$ cat config.mk
export PLATFORM = sky130hd
export DESIGN_NAME = sign_partition_interleave_core_flat
export DESIGN_NICKNAME = d
export VERILOG_FILES = /design/src/rtl/spi_pkg.sv /design/src/rtl/spi_in_if.sv /design/src/rtl/spi_out_if.sv /design/src/rtl/sign_partition_interleave_core.sv /design/src/rtl/spi_front.sv /design/src/rtl/spi_queue.sv /design/src/rtl/spi_back.sv /design/src/flat_wrapper.sv
export SDC_FILE = /design/constraint.sdc
export NUM_CORES = 2
export LEC_CHECK = 0
export ABC_CLOCK_PERIOD_IN_PS = 8200
export BUFFER_PORTS_ARGS = -buffer_cell sky130_fd_sc_hd__buf_2
export CORE_ASPECT_RATIO = 0.9
export CORE_MARGIN = 2
export CORE_UTILIZATION = 38
export DETAILED_ROUTE_END_ITERATION = 12
export SETUP_SLACK_MARGIN = 0.1
export SYNTH_ARGS = -nofsm -noshare
export SYNTH_HDL_FRONTEND = slang
export SYNTH_MEMORY_MAX_BITS = 65536
export SYNTH_SLANG_ARGS = --single-unit
$ cat constraint.sdc
create_clock -name clk_i -period 8.2 [get_ports clk_i]
set_input_delay 1.64 -clock clk_i [delete_from_list [all_inputs] [get_ports clk_i]]
set_output_delay 1.64 -clock clk_i [all_outputs]
set_load 0.05 [all_outputs]
$ cat src/rtl/spi_pkg.sv
// ----------------------------------------------------------------------------
// spi_pkg
// shared types and constants of the sign partition interleave block
// ----------------------------------------------------------------------------
package spi_pkg;

  // entries of the queue between front and back
  localparam int unsigned QueueDepth = 2;

  // classification that travels with each word
  typedef struct packed {
    logic neg;
    logic last;
  } item_flags_t;

  // back status seen by the top level
  typedef struct packed {
    logic emitting;
    logic full;
    logic dropped;
  } back_status_t;

  typedef enum logic [1:0] {
    ST_LOAD = 2'b01,
    ST_EMIT = 2'b10
  } back_state_e;

endpackage

$ cat src/rtl/spi_in_if.sv
// ----------------------------------------------------------------------------
// spi_in_if
// input channel: one sample word and its end of batch mark
// ----------------------------------------------------------------------------
interface spi_in_if #(
  parameter int unsigned DATA_WIDTH = 32
);
  logic                         valid;
  logic                         ready;
  logic signed [DATA_WIDTH-1:0] sample;
  logic                         final_item;

  modport source (output valid, sample, final_item, input ready);
  modport sink   (input valid, sample, final_item, output ready);
endinterface

$ cat src/rtl/spi_out_if.sv
// ----------------------------------------------------------------------------
// spi_out_if
// output channel: one rearranged sample word with batch status
// ----------------------------------------------------------------------------
interface spi_out_if #(
  parameter int unsigned DATA_WIDTH = 32
);
  logic                         valid;
  logic                         ready;
  logic signed [DATA_WIDTH-1:0] sample_out;
  logic                         batch_end;
  logic                         overflowed;

  modport source (output valid, sample_out, batch_end, overflowed, input ready);
  modport sink   (input valid, sample_out, batch_end, overflowed, output ready);
endinterface

$ cat src/rtl/sign_partition_interleave_core.sv
// ----------------------------------------------------------------------------
// sign_partition_interleave_core
// stable sign partition of a batch with alternating merge on playback
// ----------------------------------------------------------------------------
// loading takes one word per cycle through the front register and two-entry queue
// first result follows the final word through the front register, queue, back
// state and output register, then one result per cycle while the sink is ready
// (one buffer read per cycle); during playback only the front register and
// queue take words, three at most, then the input stalls
// reset clears counts, overflow flag and all valid bits; buffers are left as is
module sign_partition_interleave_core #(
  parameter int unsigned MAX_ITEMS  = 64,
  parameter int unsigned DATA_WIDTH = 32
) (
  input  logic      clk_i,
  input  logic      rst_ni,
  spi_in_if.sink    in_i,
  spi_out_if.source out_o
);

  localparam int unsigned FlagW = $bits(spi_pkg::item_flags_t);

  logic                  push_valid, push_ready;
  logic [DATA_WIDTH-1:0] push_sample;
  spi_pkg::item_flags_t  push_flags;
  logic                  pop_valid, pop_ready;
  logic [DATA_WIDTH-1:0] pop_sample;
  spi_pkg::item_flags_t  pop_flags;
  spi_pkg::back_status_t status;

  spi_front #(
    .DATA_WIDTH (DATA_WIDTH)
  ) u_front (
    .clk_i         (clk_i),
    .rst_ni        (rst_ni),
    .in_i          (in_i),
    .push_valid_o  (push_valid),
    .push_ready_i  (push_ready),
    .push_sample_o (push_sample),
    .push_flags_o  (push_flags)
  );

  spi_queue #(
    .WIDTH (DATA_WIDTH + FlagW)
  ) u_queue (
    .clk_i        (clk_i),
    .rst_ni       (rst_ni),
    .push_valid_i (push_valid),
    .push_ready_o (push_ready),
    .push_data_i  ({push_sample, push_flags}),
    .pop_valid_o  (pop_valid),
    .pop_ready_i  (pop_ready),
    .pop_data_o   ({pop_sample, pop_flags})
  );

  spi_back #(
    .MAX_ITEMS  (MAX_ITEMS),
    .DATA_WIDTH (DATA_WIDTH)
  ) u_back (
    .clk_i        (clk_i),
    .rst_ni       (rst_ni),
    .pop_valid_i  (pop_valid),
    .pop_ready_o  (pop_ready),
    .pop_sample_i (pop_sample),
    .pop_flags_i  (pop_flags),
    .out_o        (out_o),
    .status_o     (status)
  );

  // the back never drains the queue during playback
  a_no_pop_in_emit: assert property (@(posedge clk_i) disable iff (!rst_ni)
    (pop_valid && pop_ready) |-> !status.emitting)
    else $error("queue popped during playback");

  // playback starts only after the final word of a batch left the queue
  a_emit_start: assert property (@(posedge clk_i) disable iff (!rst_ni)
    $rose(status.emitting) |-> $past(pop_valid && pop_ready && pop_flags.last))
    else $error("playback started without a final word");

  // playback ends with the batch end word sitting in the output register
  a_emit_end: assert property (@(posedge clk_i) disable iff (!rst_ni)
    $fell(status.emitting) |-> (out_o.valid && out_o.batch_end))
    else $error("playback ended without a batch end word");

  // a word arriving on a full batch marks the batch as overflowed
  a_drop_mark: assert property (@(posedge clk_i) disable iff (!rst_ni)
    (pop_valid && pop_ready && status.full) |=> status.dropped)
    else $error("dropped word not flagged");

endmodule

$ cat src/rtl/spi_front.sv
// ----------------------------------------------------------------------------
// spi_front
// accepts input words, registers them and tags each with its sign
// ----------------------------------------------------------------------------
module spi_front #(
  parameter int unsigned DATA_WIDTH = 32
) (
  input  logic                    clk_i,
  input  logic                    rst_ni,
  spi_in_if.sink                  in_i,
  output logic                    push_valid_o,
  input  logic                    push_ready_i,
  output logic [DATA_WIDTH-1:0]   push_sample_o,
  output spi_pkg::item_flags_t    push_flags_o
);

  logic                  valid_q;
  logic [DATA_WIDTH-1:0] sample_q;
  spi_pkg::item_flags_t  flags_q;
  logic                  accept;

  assign in_i.ready    = !valid_q || push_ready_i;
  assign accept        = in_i.valid && in_i.ready;
  assign push_valid_o  = valid_q;
  assign push_sample_o = sample_q;
  assign push_flags_o  = flags_q;

  always_ff @(posedge clk_i or negedge rst_ni) begin
    if (!rst_ni) begin
      valid_q <= 1'b0;
    end else if (in_i.ready) begin
      valid_q <= in_i.valid;
    end
  end

  always_ff @(posedge clk_i) begin
    if (accept) begin
      sample_q      <= in_i.sample;
      flags_q.neg   <= in_i.sample[DATA_WIDTH-1];
      flags_q.last  <= in_i.final_item;
    end
  end

endmodule

$ cat src/rtl/spi_queue.sv
// ----------------------------------------------------------------------------
// spi_queue
// short fifo that decouples the front from the back
// ----------------------------------------------------------------------------
module spi_queue #(
  parameter int unsigned WIDTH = 34
) (
  input  logic             clk_i,
  input  logic             rst_ni,
  input  logic             push_valid_i,
  output logic             push_ready_o,
  input  logic [WIDTH-1:0] push_data_i,
  output logic             pop_valid_o,
  input  logic             pop_ready_i,
  output logic [WIDTH-1:0] pop_data_o
);

  localparam int unsigned Depth = spi_pkg::QueueDepth;
  localparam int unsigned PtrW  = (Depth > 1) ? $clog2(Depth) : 1;
  localparam int unsigned CntW  = $clog2(Depth + 1);

  logic [WIDTH-1:0] slot_q [Depth];
  logic [PtrW-1:0]  wr_ptr_q, rd_ptr_q;
  logic [CntW-1:0]  count_q;
  logic             push, pop;

  assign push_ready_o = count_q != CntW'(Depth);
  assign pop_valid_o  = count_q != '0;
  assign push         = push_valid_i && push_ready_o;
  assign pop          = pop_valid_o && pop_ready_i;
  assign pop_data_o   = slot_q[rd_ptr_q];

  function automatic logic [PtrW-1:0] next_ptr(input logic [PtrW-1:0] ptr);
    logic [PtrW-1:0] res;
    res = (ptr == PtrW'(Depth - 1)) ? '0 : ptr + PtrW'(1);
    return res;
  endfunction

  always_ff @(posedge clk_i or negedge rst_ni) begin
    if (!rst_ni) begin
      wr_ptr_q <= '0;
      rd_ptr_q <= '0;
      count_q  <= '0;
    end else begin
      if (push) wr_ptr_q <= next_ptr(wr_ptr_q);
      if (pop)  rd_ptr_q <= next_ptr(rd_ptr_q);
      if (push && !pop) begin
        count_q <= count_q + CntW'(1);
      end else if (pop && !push) begin
        count_q <= count_q - CntW'(1);
      end
    end
  end

  always_ff @(posedge clk_i) begin
    if (push) slot_q[wr_ptr_q] <= push_data_i;
  end

endmodule

$ cat src/rtl/spi_back.sv
// ----------------------------------------------------------------------------
// spi_back
// fills the two sign buffers and plays the batch out in alternating order
// ----------------------------------------------------------------------------
module spi_back #(
  parameter int unsigned MAX_ITEMS  = 64,
  parameter int unsigned DATA_WIDTH = 32
) (
  input  logic                    clk_i,
  input  logic                    rst_ni,
  input  logic                    pop_valid_i,
  output logic                    pop_ready_o,
  input  logic [DATA_WIDTH-1:0]   pop_sample_i,
  input  spi_pkg::item_flags_t    pop_flags_i,
  spi_out_if.source               out_o,
  output spi_pkg::back_status_t   status_o
);

  localparam int unsigned AddrW = (MAX_ITEMS > 1) ? $clog2(MAX_ITEMS) : 1;
  localparam int unsigned CntW  = $clog2(MAX_ITEMS + 1);

  logic [DATA_WIDTH-1:0] nn_mem [MAX_ITEMS];
  logic [DATA_WIDTH-1:0] ng_mem [MAX_ITEMS];
  logic [DATA_WIDTH-1:0] nn_rd_q, ng_rd_q;

  spi_pkg::back_state_e state_q, state_d;
  logic [CntW-1:0] nn_cnt_q, nn_cnt_d, ng_cnt_q, ng_cnt_d;
  logic [CntW-1:0] p_q, p_d, q_q, q_d;
  logic            odd_q, odd_d;
  logic            drop_q, drop_d;
  logic            out_valid_q, out_valid_d;
  logic            sel_ng_q, end_q, ovf_q;

  logic [CntW-1:0] total;
  logic            full, pop, nn_we, ng_we;
  logic            rem_nn, rem_ng, take_nn, issue, last_pick;

  assign total   = nn_cnt_q + ng_cnt_q;
  assign full    = total == CntW'(MAX_ITEMS);
  assign pop_ready_o = state_q == spi_pkg::ST_LOAD;
  assign pop     = pop_valid_i && pop_ready_o;
  assign nn_we   = pop && !full && !pop_flags_i.neg;
  assign ng_we   = pop && !full && pop_flags_i.neg;

  // alternate while both buffers hold words, then drain whichever remains
  assign rem_nn    = p_q < nn_cnt_q;
  assign rem_ng    = q_q < ng_cnt_q;
  assign take_nn   = rem_nn && (!rem_ng || !odd_q);
  assign issue     = (state_q == spi_pkg::ST_EMIT) && (!out_valid_q || out_o.ready);
  assign last_pick = (p_q + q_q + CntW'(1)) == total;

  assign out_o.valid      = out_valid_q;
  assign out_o.sample_out = sel_ng_q ? ng_rd_q : nn_rd_q;
  assign out_o.batch_end  = end_q;
  assign out_o.overflowed = ovf_q;

  assign status_o.emitting = state_q == spi_pkg::ST_EMIT;
  assign status_o.full     = full;
  assign status_o.dropped  = drop_q;

  always_comb begin
    state_d     = state_q;
    nn_cnt_d    = nn_cnt_q;
    ng_cnt_d    = ng_cnt_q;
    p_d         = p_q;
    q_d         = q_q;
    odd_d       = odd_q;
    drop_d      = drop_q;
    out_valid_d = out_valid_q;
    if (out_o.ready) out_valid_d = 1'b0;
    unique case (state_q)
      spi_pkg::ST_LOAD: begin
        if (pop) begin
          if (full) drop_d = 1'b1;
          if (nn_we) nn_cnt_d = nn_cnt_q + CntW'(1);
          if (ng_we) ng_cnt_d = ng_cnt_q + CntW'(1);
          if (pop_flags_i.last) begin
            state_d = spi_pkg::ST_EMIT;
            p_d     = '0;
            q_d     = '0;
            odd_d   = 1'b0;
          end
        end
      end
      spi_pkg::ST_EMIT: begin
        if (issue) begin
          out_valid_d = 1'b1;
          odd_d       = !odd_q;
          if (take_nn) p_d = p_q + CntW'(1);
          else         q_d = q_q + CntW'(1);
          if (last_pick) begin
            state_d  = spi_pkg::ST_LOAD;
            nn_cnt_d = '0;
            ng_cnt_d = '0;
            drop_d   = 1'b0;
          end
        end
      end
      default: state_d = spi_pkg::ST_LOAD;
    endcase
  end

  always_ff @(posedge clk_i or negedge rst_ni) begin
    if (!rst_ni) begin
      state_q     <= spi_pkg::ST_LOAD;
      nn_cnt_q    <= '0;
      ng_cnt_q    <= '0;
      p_q         <= '0;
      q_q         <= '0;
      odd_q       <= 1'b0;
      drop_q      <= 1'b0;
      out_valid_q <= 1'b0;
    end else begin
      state_q     <= state_d;
      nn_cnt_q    <= nn_cnt_d;
      ng_cnt_q    <= ng_cnt_d;
      p_q         <= p_d;
      q_q         <= q_d;
      odd_q       <= odd_d;
      drop_q      <= drop_d;
      out_valid_q <= out_valid_d;
    end
  end

  // output word metadata, loaded together with the buffer read
  always_ff @(posedge clk_i) begin
    if (issue) begin
      sel_ng_q <= !take_nn;
      end_q    <= last_pick;
      ovf_q    <= drop_q;
    end
  end

  always_ff @(posedge clk_i) begin
    if (nn_we) nn_mem[nn_cnt_q[AddrW-1:0]] <= pop_sample_i;
    if (issue && take_nn) nn_rd_q <= nn_mem[p_q[AddrW-1:0]];
  end

  always_ff @(posedge clk_i) begin
    if (ng_we) ng_mem[ng_cnt_q[AddrW-1:0]] <= pop_sample_i;
    if (issue && !take_nn) ng_rd_q <= ng_mem[q_q[AddrW-1:0]];
  end

endmodule

$ cat src/flat_wrapper.sv
// flat-port wrapper written by rule: the top's interface ports become plain ports
module sign_partition_interleave_core_flat 
#(
  parameter int unsigned MAX_ITEMS  = 64,
  parameter int unsigned DATA_WIDTH = 32
)
  (clk_i, rst_ni, in_i_valid, in_i_sample, in_i_final_item, in_i_ready, out_o_valid, out_o_sample_out, out_o_batch_end, out_o_overflowed, out_o_ready);
  spi_in_if #(.DATA_WIDTH(DATA_WIDTH)) in_i_i ();
  spi_out_if #(.DATA_WIDTH(DATA_WIDTH)) out_o_i ();
  input  logic clk_i;
  input  logic rst_ni;
  input wire logic [$bits(in_i_i.valid)-1:0] in_i_valid;
  input wire logic [$bits(in_i_i.sample)-1:0] in_i_sample;
  input wire logic [$bits(in_i_i.final_item)-1:0] in_i_final_item;
  output wire logic [$bits(in_i_i.ready)-1:0] in_i_ready;
  output wire logic [$bits(out_o_i.valid)-1:0] out_o_valid;
  output wire logic [$bits(out_o_i.sample_out)-1:0] out_o_sample_out;
  output wire logic [$bits(out_o_i.batch_end)-1:0] out_o_batch_end;
  output wire logic [$bits(out_o_i.overflowed)-1:0] out_o_overflowed;
  input wire logic [$bits(out_o_i.ready)-1:0] out_o_ready;
  assign in_i_i.valid = in_i_valid;
  assign in_i_i.sample = in_i_sample;
  assign in_i_i.final_item = in_i_final_item;
  assign in_i_ready = in_i_i.ready;
  assign out_o_valid = out_o_i.valid;
  assign out_o_sample_out = out_o_i.sample_out;
  assign out_o_batch_end = out_o_i.batch_end;
  assign out_o_overflowed = out_o_i.overflowed;
  assign out_o_i.ready = out_o_ready;
  sign_partition_interleave_core #(.MAX_ITEMS(MAX_ITEMS), .DATA_WIDTH(DATA_WIDTH)) u_core (.clk_i(clk_i), .rst_ni(rst_ni), .in_i(in_i_i), .out_o(out_o_i));
endmodule
==> out/qor.log <==
qor: sta.max_slew.worst_pin.slew 1.25 ns
qor: die.initial_util 0.382
qor: grt.antenna_violations_before_repair 70
qor: critical_path.setup.worst_path.class flop to flop
qor: clock_tree.cts_made_buffers 431
qor: detailed_routing.drtIter0Drc 10.5k
qor: synth.synth-async-reset-ratio 0.00884
qor: clock_tree.clkTransAtPathRegs 0.06 ns
qor: critical_path.worst-path-buf-inv 2
qor: min_path.hold_depth 0
qor: critical_path.critical_path.startpoint u_core.u_back.ng_cnt_q[0]
qor: synth.synth.top_cells.by_count 4262 x sky130_fd_sc_hd__edfxtp_1, 1343 x sky130_fd_sc_hd__mux4_2, 175 x sky130_fd_sc_hd__clkbuf_1, 153 x sky130_fd_sc_hd__nor2_1, 84 x sky130_fd_sc_hd__buf_2
qor: clock_tree.cts_resized 0
qor: critical_path.r2r-start u_core.u_back.ng_cnt_q[0]
qor: detailed_routing.detail_route.wirelength 419 mm
qor: grt.grt_start_max_net_pins 155
qor: flow_run.maxCapViolCount 0
qor: sta.drv_slew 0
qor: synth.ys_types 62
qor: critical_path.worstPathRequired 8.78 ns
qor: sta.max_clk_rate 182 MHz
qor: detailed_routing.drt.antenna.violating_nets 0
qor: clock_tree.cts.path.max_buffers 4
qor: pwr.worst_ir_drop_vdd 0.242 mV
qor: grt.first_pass_grt_wire_length 582 mm
qor: sta.rsz0062_at_grt no
qor: outcome.outcome completed
qor: clock_tree.hold_buffers 0
qor: sta.report.final.hold_viol_count 0
qor: clock_tree.clkLatencyLatePin 0.99 ns
qor: critical_path.critPathTopFamily simple AND/OR/NAND/NOR gates
qor: finish.num-nets-final 6908
qor: synth.yosys_register_bits 4300
qor: clock_tree.cts_tree yes
qor: die.core_area 0.429 mm²
qor: synth.synth.yosys.warnings 0
qor: sta.final_min_period_over_clock_period 0.669
qor: min_path.hold_path_startpoint u_core.u_front.push_sample_o[25]
qor: critical_path.r2r.worst_path.cells 11
qor: finish.final-instance-count-excl-fill 13.0k
qor: min_path.holdPathEnd u_core.u_queue.slot_q[1][27]
qor: critical_path.r2r_slack 2.72 ns
qor: placement.io_buffer_count 72
qor: detailed_routing.drt_first_pass_iters 6
qor: detailed_routing.wl_per_cell 32.2 µm
qor: sta.setup_viol 0
qor: critical_path.slowest_stage sky130_fd_sc_hd__nor2_4
qor: die.fp.dieH 627 µm
qor: synth.synth.cell_area 0.164 mm²
qor: detailed_routing.detail_route.vias_per_cell 5.69
qor: finish.area_growth 14.0%
qor: detailed_routing.dr_total_vias 74.1k
qor: finish.fraction_of_final_layout_cells_sized_beyond_drive_strength_1 0.337
qor: grt.grt.overflow.total 0
qor: pwr.power.leakage 55.2 nW
qor: die.die_width 696 µm
qor: die.core.rowCount 228
qor: clock_tree.cts-htree-levels 5
qor: placement.place_hpwl 244 mm
qor: pwr.power-per-cell-area 320 mW/mm²
qor: synth.synthesis.nets 6559
qor: clock_tree.clk_root_buffer_cell sky130_fd_sc_hd__clkbuf_16
qor: critical_path.critPathArrivalTime 6.06 ns
qor: critical_path.end_kind flop
qor: detailed_routing.detail_route.drc_violations 0
qor: critical_path.rr_endpoint u_core.u_back.ng_mem[33][19]
qor: synth.post_synth_inst_count 6491
qor: synth.netlist_top_cells_area sky130_fd_sc_hd__edfxtp_1 78%, sky130_fd_sc_hd__mux4_2 18%, sky130_fd_sc_hd__dfrtp_1 0.56%, sky130_fd_sc_hd__mux2_2 0.45%, sky130_fd_sc_hd__clkbuf_1 0.40%
qor: grt.first_global_vias 72.5k
qor: placement.gpl.final_weighted_congestion 0.867
qor: sta.max_slew_margin 0.163
qor: min_path.timing.hold.worst.class flop to flop
qor: sta.timing.final.crit_period 5.48 ns
qor: clock_tree.cts_setup_buffers 0
qor: critical_path.critical_path.cell_chain ha_1 -> fa_1 -> a211oi_1 -> o21bai_1 -> a211oi_1 -> nor4_2 -> buf_4 -> nor2_1 -> buf_4 -> nand4_1 -> nor2_4
qor: synth.synth_top_area_share 0.781
qor: critical_path.critical_path.max_stage_delay 1.23 ns
qor: critical_path.maximum_net_fanout_on_the_critical_path 32
qor: die.die_area 0.437 mm²
qor: synth.synthesis.area_per_instance 25.3 µm²
qor: die.i_o_pin_count 73
qor: grt.grt.total_usage 0.189
qor: synth.synth.largest_area_cell sky130_fd_sc_hd__edfxtp_1
qor: synth.synth-edff-count 4262
qor: synth.most_common_cell_in_the_synthesized_netlist sky130_fd_sc_hd__edfxtp_1
qor: clock_tree.tritoncts_num_sinks 4300
qor: synth.synth-seq-area-share 0.786
qor: sta.final.setup_skew 0.0584 ns
qor: synth.synth_top_flop_cell sky130_fd_sc_hd__edfxtp_1
qor: critical_path.startpoint_type flop
qor: sta.setup-tns-final 0 ns
qor: placement.place_inst 12.2k
-- worst register-to-register path, delay by kind of cell (launching register included) --
kind	cells	cell delay, ns
compound gates	3	1.01
fa+ha+maj	2	0.73
buf+inv	2	0.47
flops	1	0.54
simple gates	4	2.32
-- power by group --
part / internal [mW] / switching [mW] / leakage (nW)
Combinational: 3.31 / 8.46 / 9.65
Clock: 11.2 / 8.30 / 6.77
Sequential: 28.0 / 0.464 / 38.8
-- layout by cell type, fill, tap and decap left out, drive strengths merged, types with 33 or more instances in the layout --
cell / netlist / final
bufinv: 0 / 46
nand2: 33 / 33
dfrtp: 37 / 37
edfxtp: 4262 / 4262
mux4: 1343 / 1343
buf: 163 / 254
mux2: 66 / 66
clkbuf: 175 / 511
nor2: 153 / 153
clkinv: 1 / 202
inv: 21 / 33
diode: 0 / 61
-- layout make-up --
type | count | area [µm²]
clock inverter | 279 | 2720
antenna | 61 | 153
clock buffer | 511 | 11200
timing repair buffer | 254 | 1930
multi-input combinational | 1831 | 34600
fill | 35700 | 242000
tap | 5750 | 7190
sequential | 4300 | 129000
inverter | 22 | 82.6
-- metrics by stage --
step                setup slack [ns]  power, mW  hold slack (ns)   util  instance area, µm²
detailed placement              2.78       40.8            0.430  0.403              173000
global placement                2.63       40.4            0.428  0.403              173000
CTS                             2.75       60.1            0.443  0.435              187000
floorplan                       2.81       35.0            0.421      -              164000
finish                          2.72       59.7            0.444  0.436              187000
global route                    2.41       61.5            0.453  0.435              187000
-- state kept, by name, summed over array words and instances (netlist names), 2 cells and up --
signal,count
u_core.u_back.state_q,2
u_core.u_back.nn_cnt_q,7
u_core.u_front.push_sample_o,32
u_core.u_queue.slot_q,66
u_core.u_back.nn_mem,2048
u_core.u_back.ng_rd_q,32
u_core.u_back.ng_mem,2048
u_core.u_queue.count_q,2
u_core.u_back.ng_cnt_q,7
u_core.u_back.q_q,7
u_core.u_back.p_q,7
u_core.u_back.nn_rd_q,32
-- cells by family after synthesis --
logic type / share of synthesized area
flops: 0.786
mux: 0.189
buf+inv: 0.00923
simple gates: 0.00824
compound gates: 0.00314
fa+ha+maj: 0.00246
xor+xnor: 0.00115
-- worst max path at each step --
stage	slack, ns	cells past startpoint	end
3_3_place_gp	2.63	11	u_core.u_back.ng_mem[51][11]
3_5_place_dp	2.78	11	u_core.u_back.ng_mem[34][11]
4_1_cts	2.75	11	u_core.u_back.ng_mem[33][19]
2_1_floorplan	2.81	6	u_core.u_back.p_q[0]
6_report	2.72	11	u_core.u_back.ng_mem[33][19]
5_1_grt	2.41	11	u_core.u_back.ng_mem[33][19]
-- layer usage --
metal	wire, µm	vias up	part of all wire	global-route usage
li1	-	29100	-	-
met1	178000	40800	0.43	0.288
met2	188000	3587	0.45	0.278
met3	38800	565	0.093	0.0345
met4	13400	10	0.032	0.0566
met5	70	-	0.00017	0
Note: power is estimated with default switching activity, not from simulation.
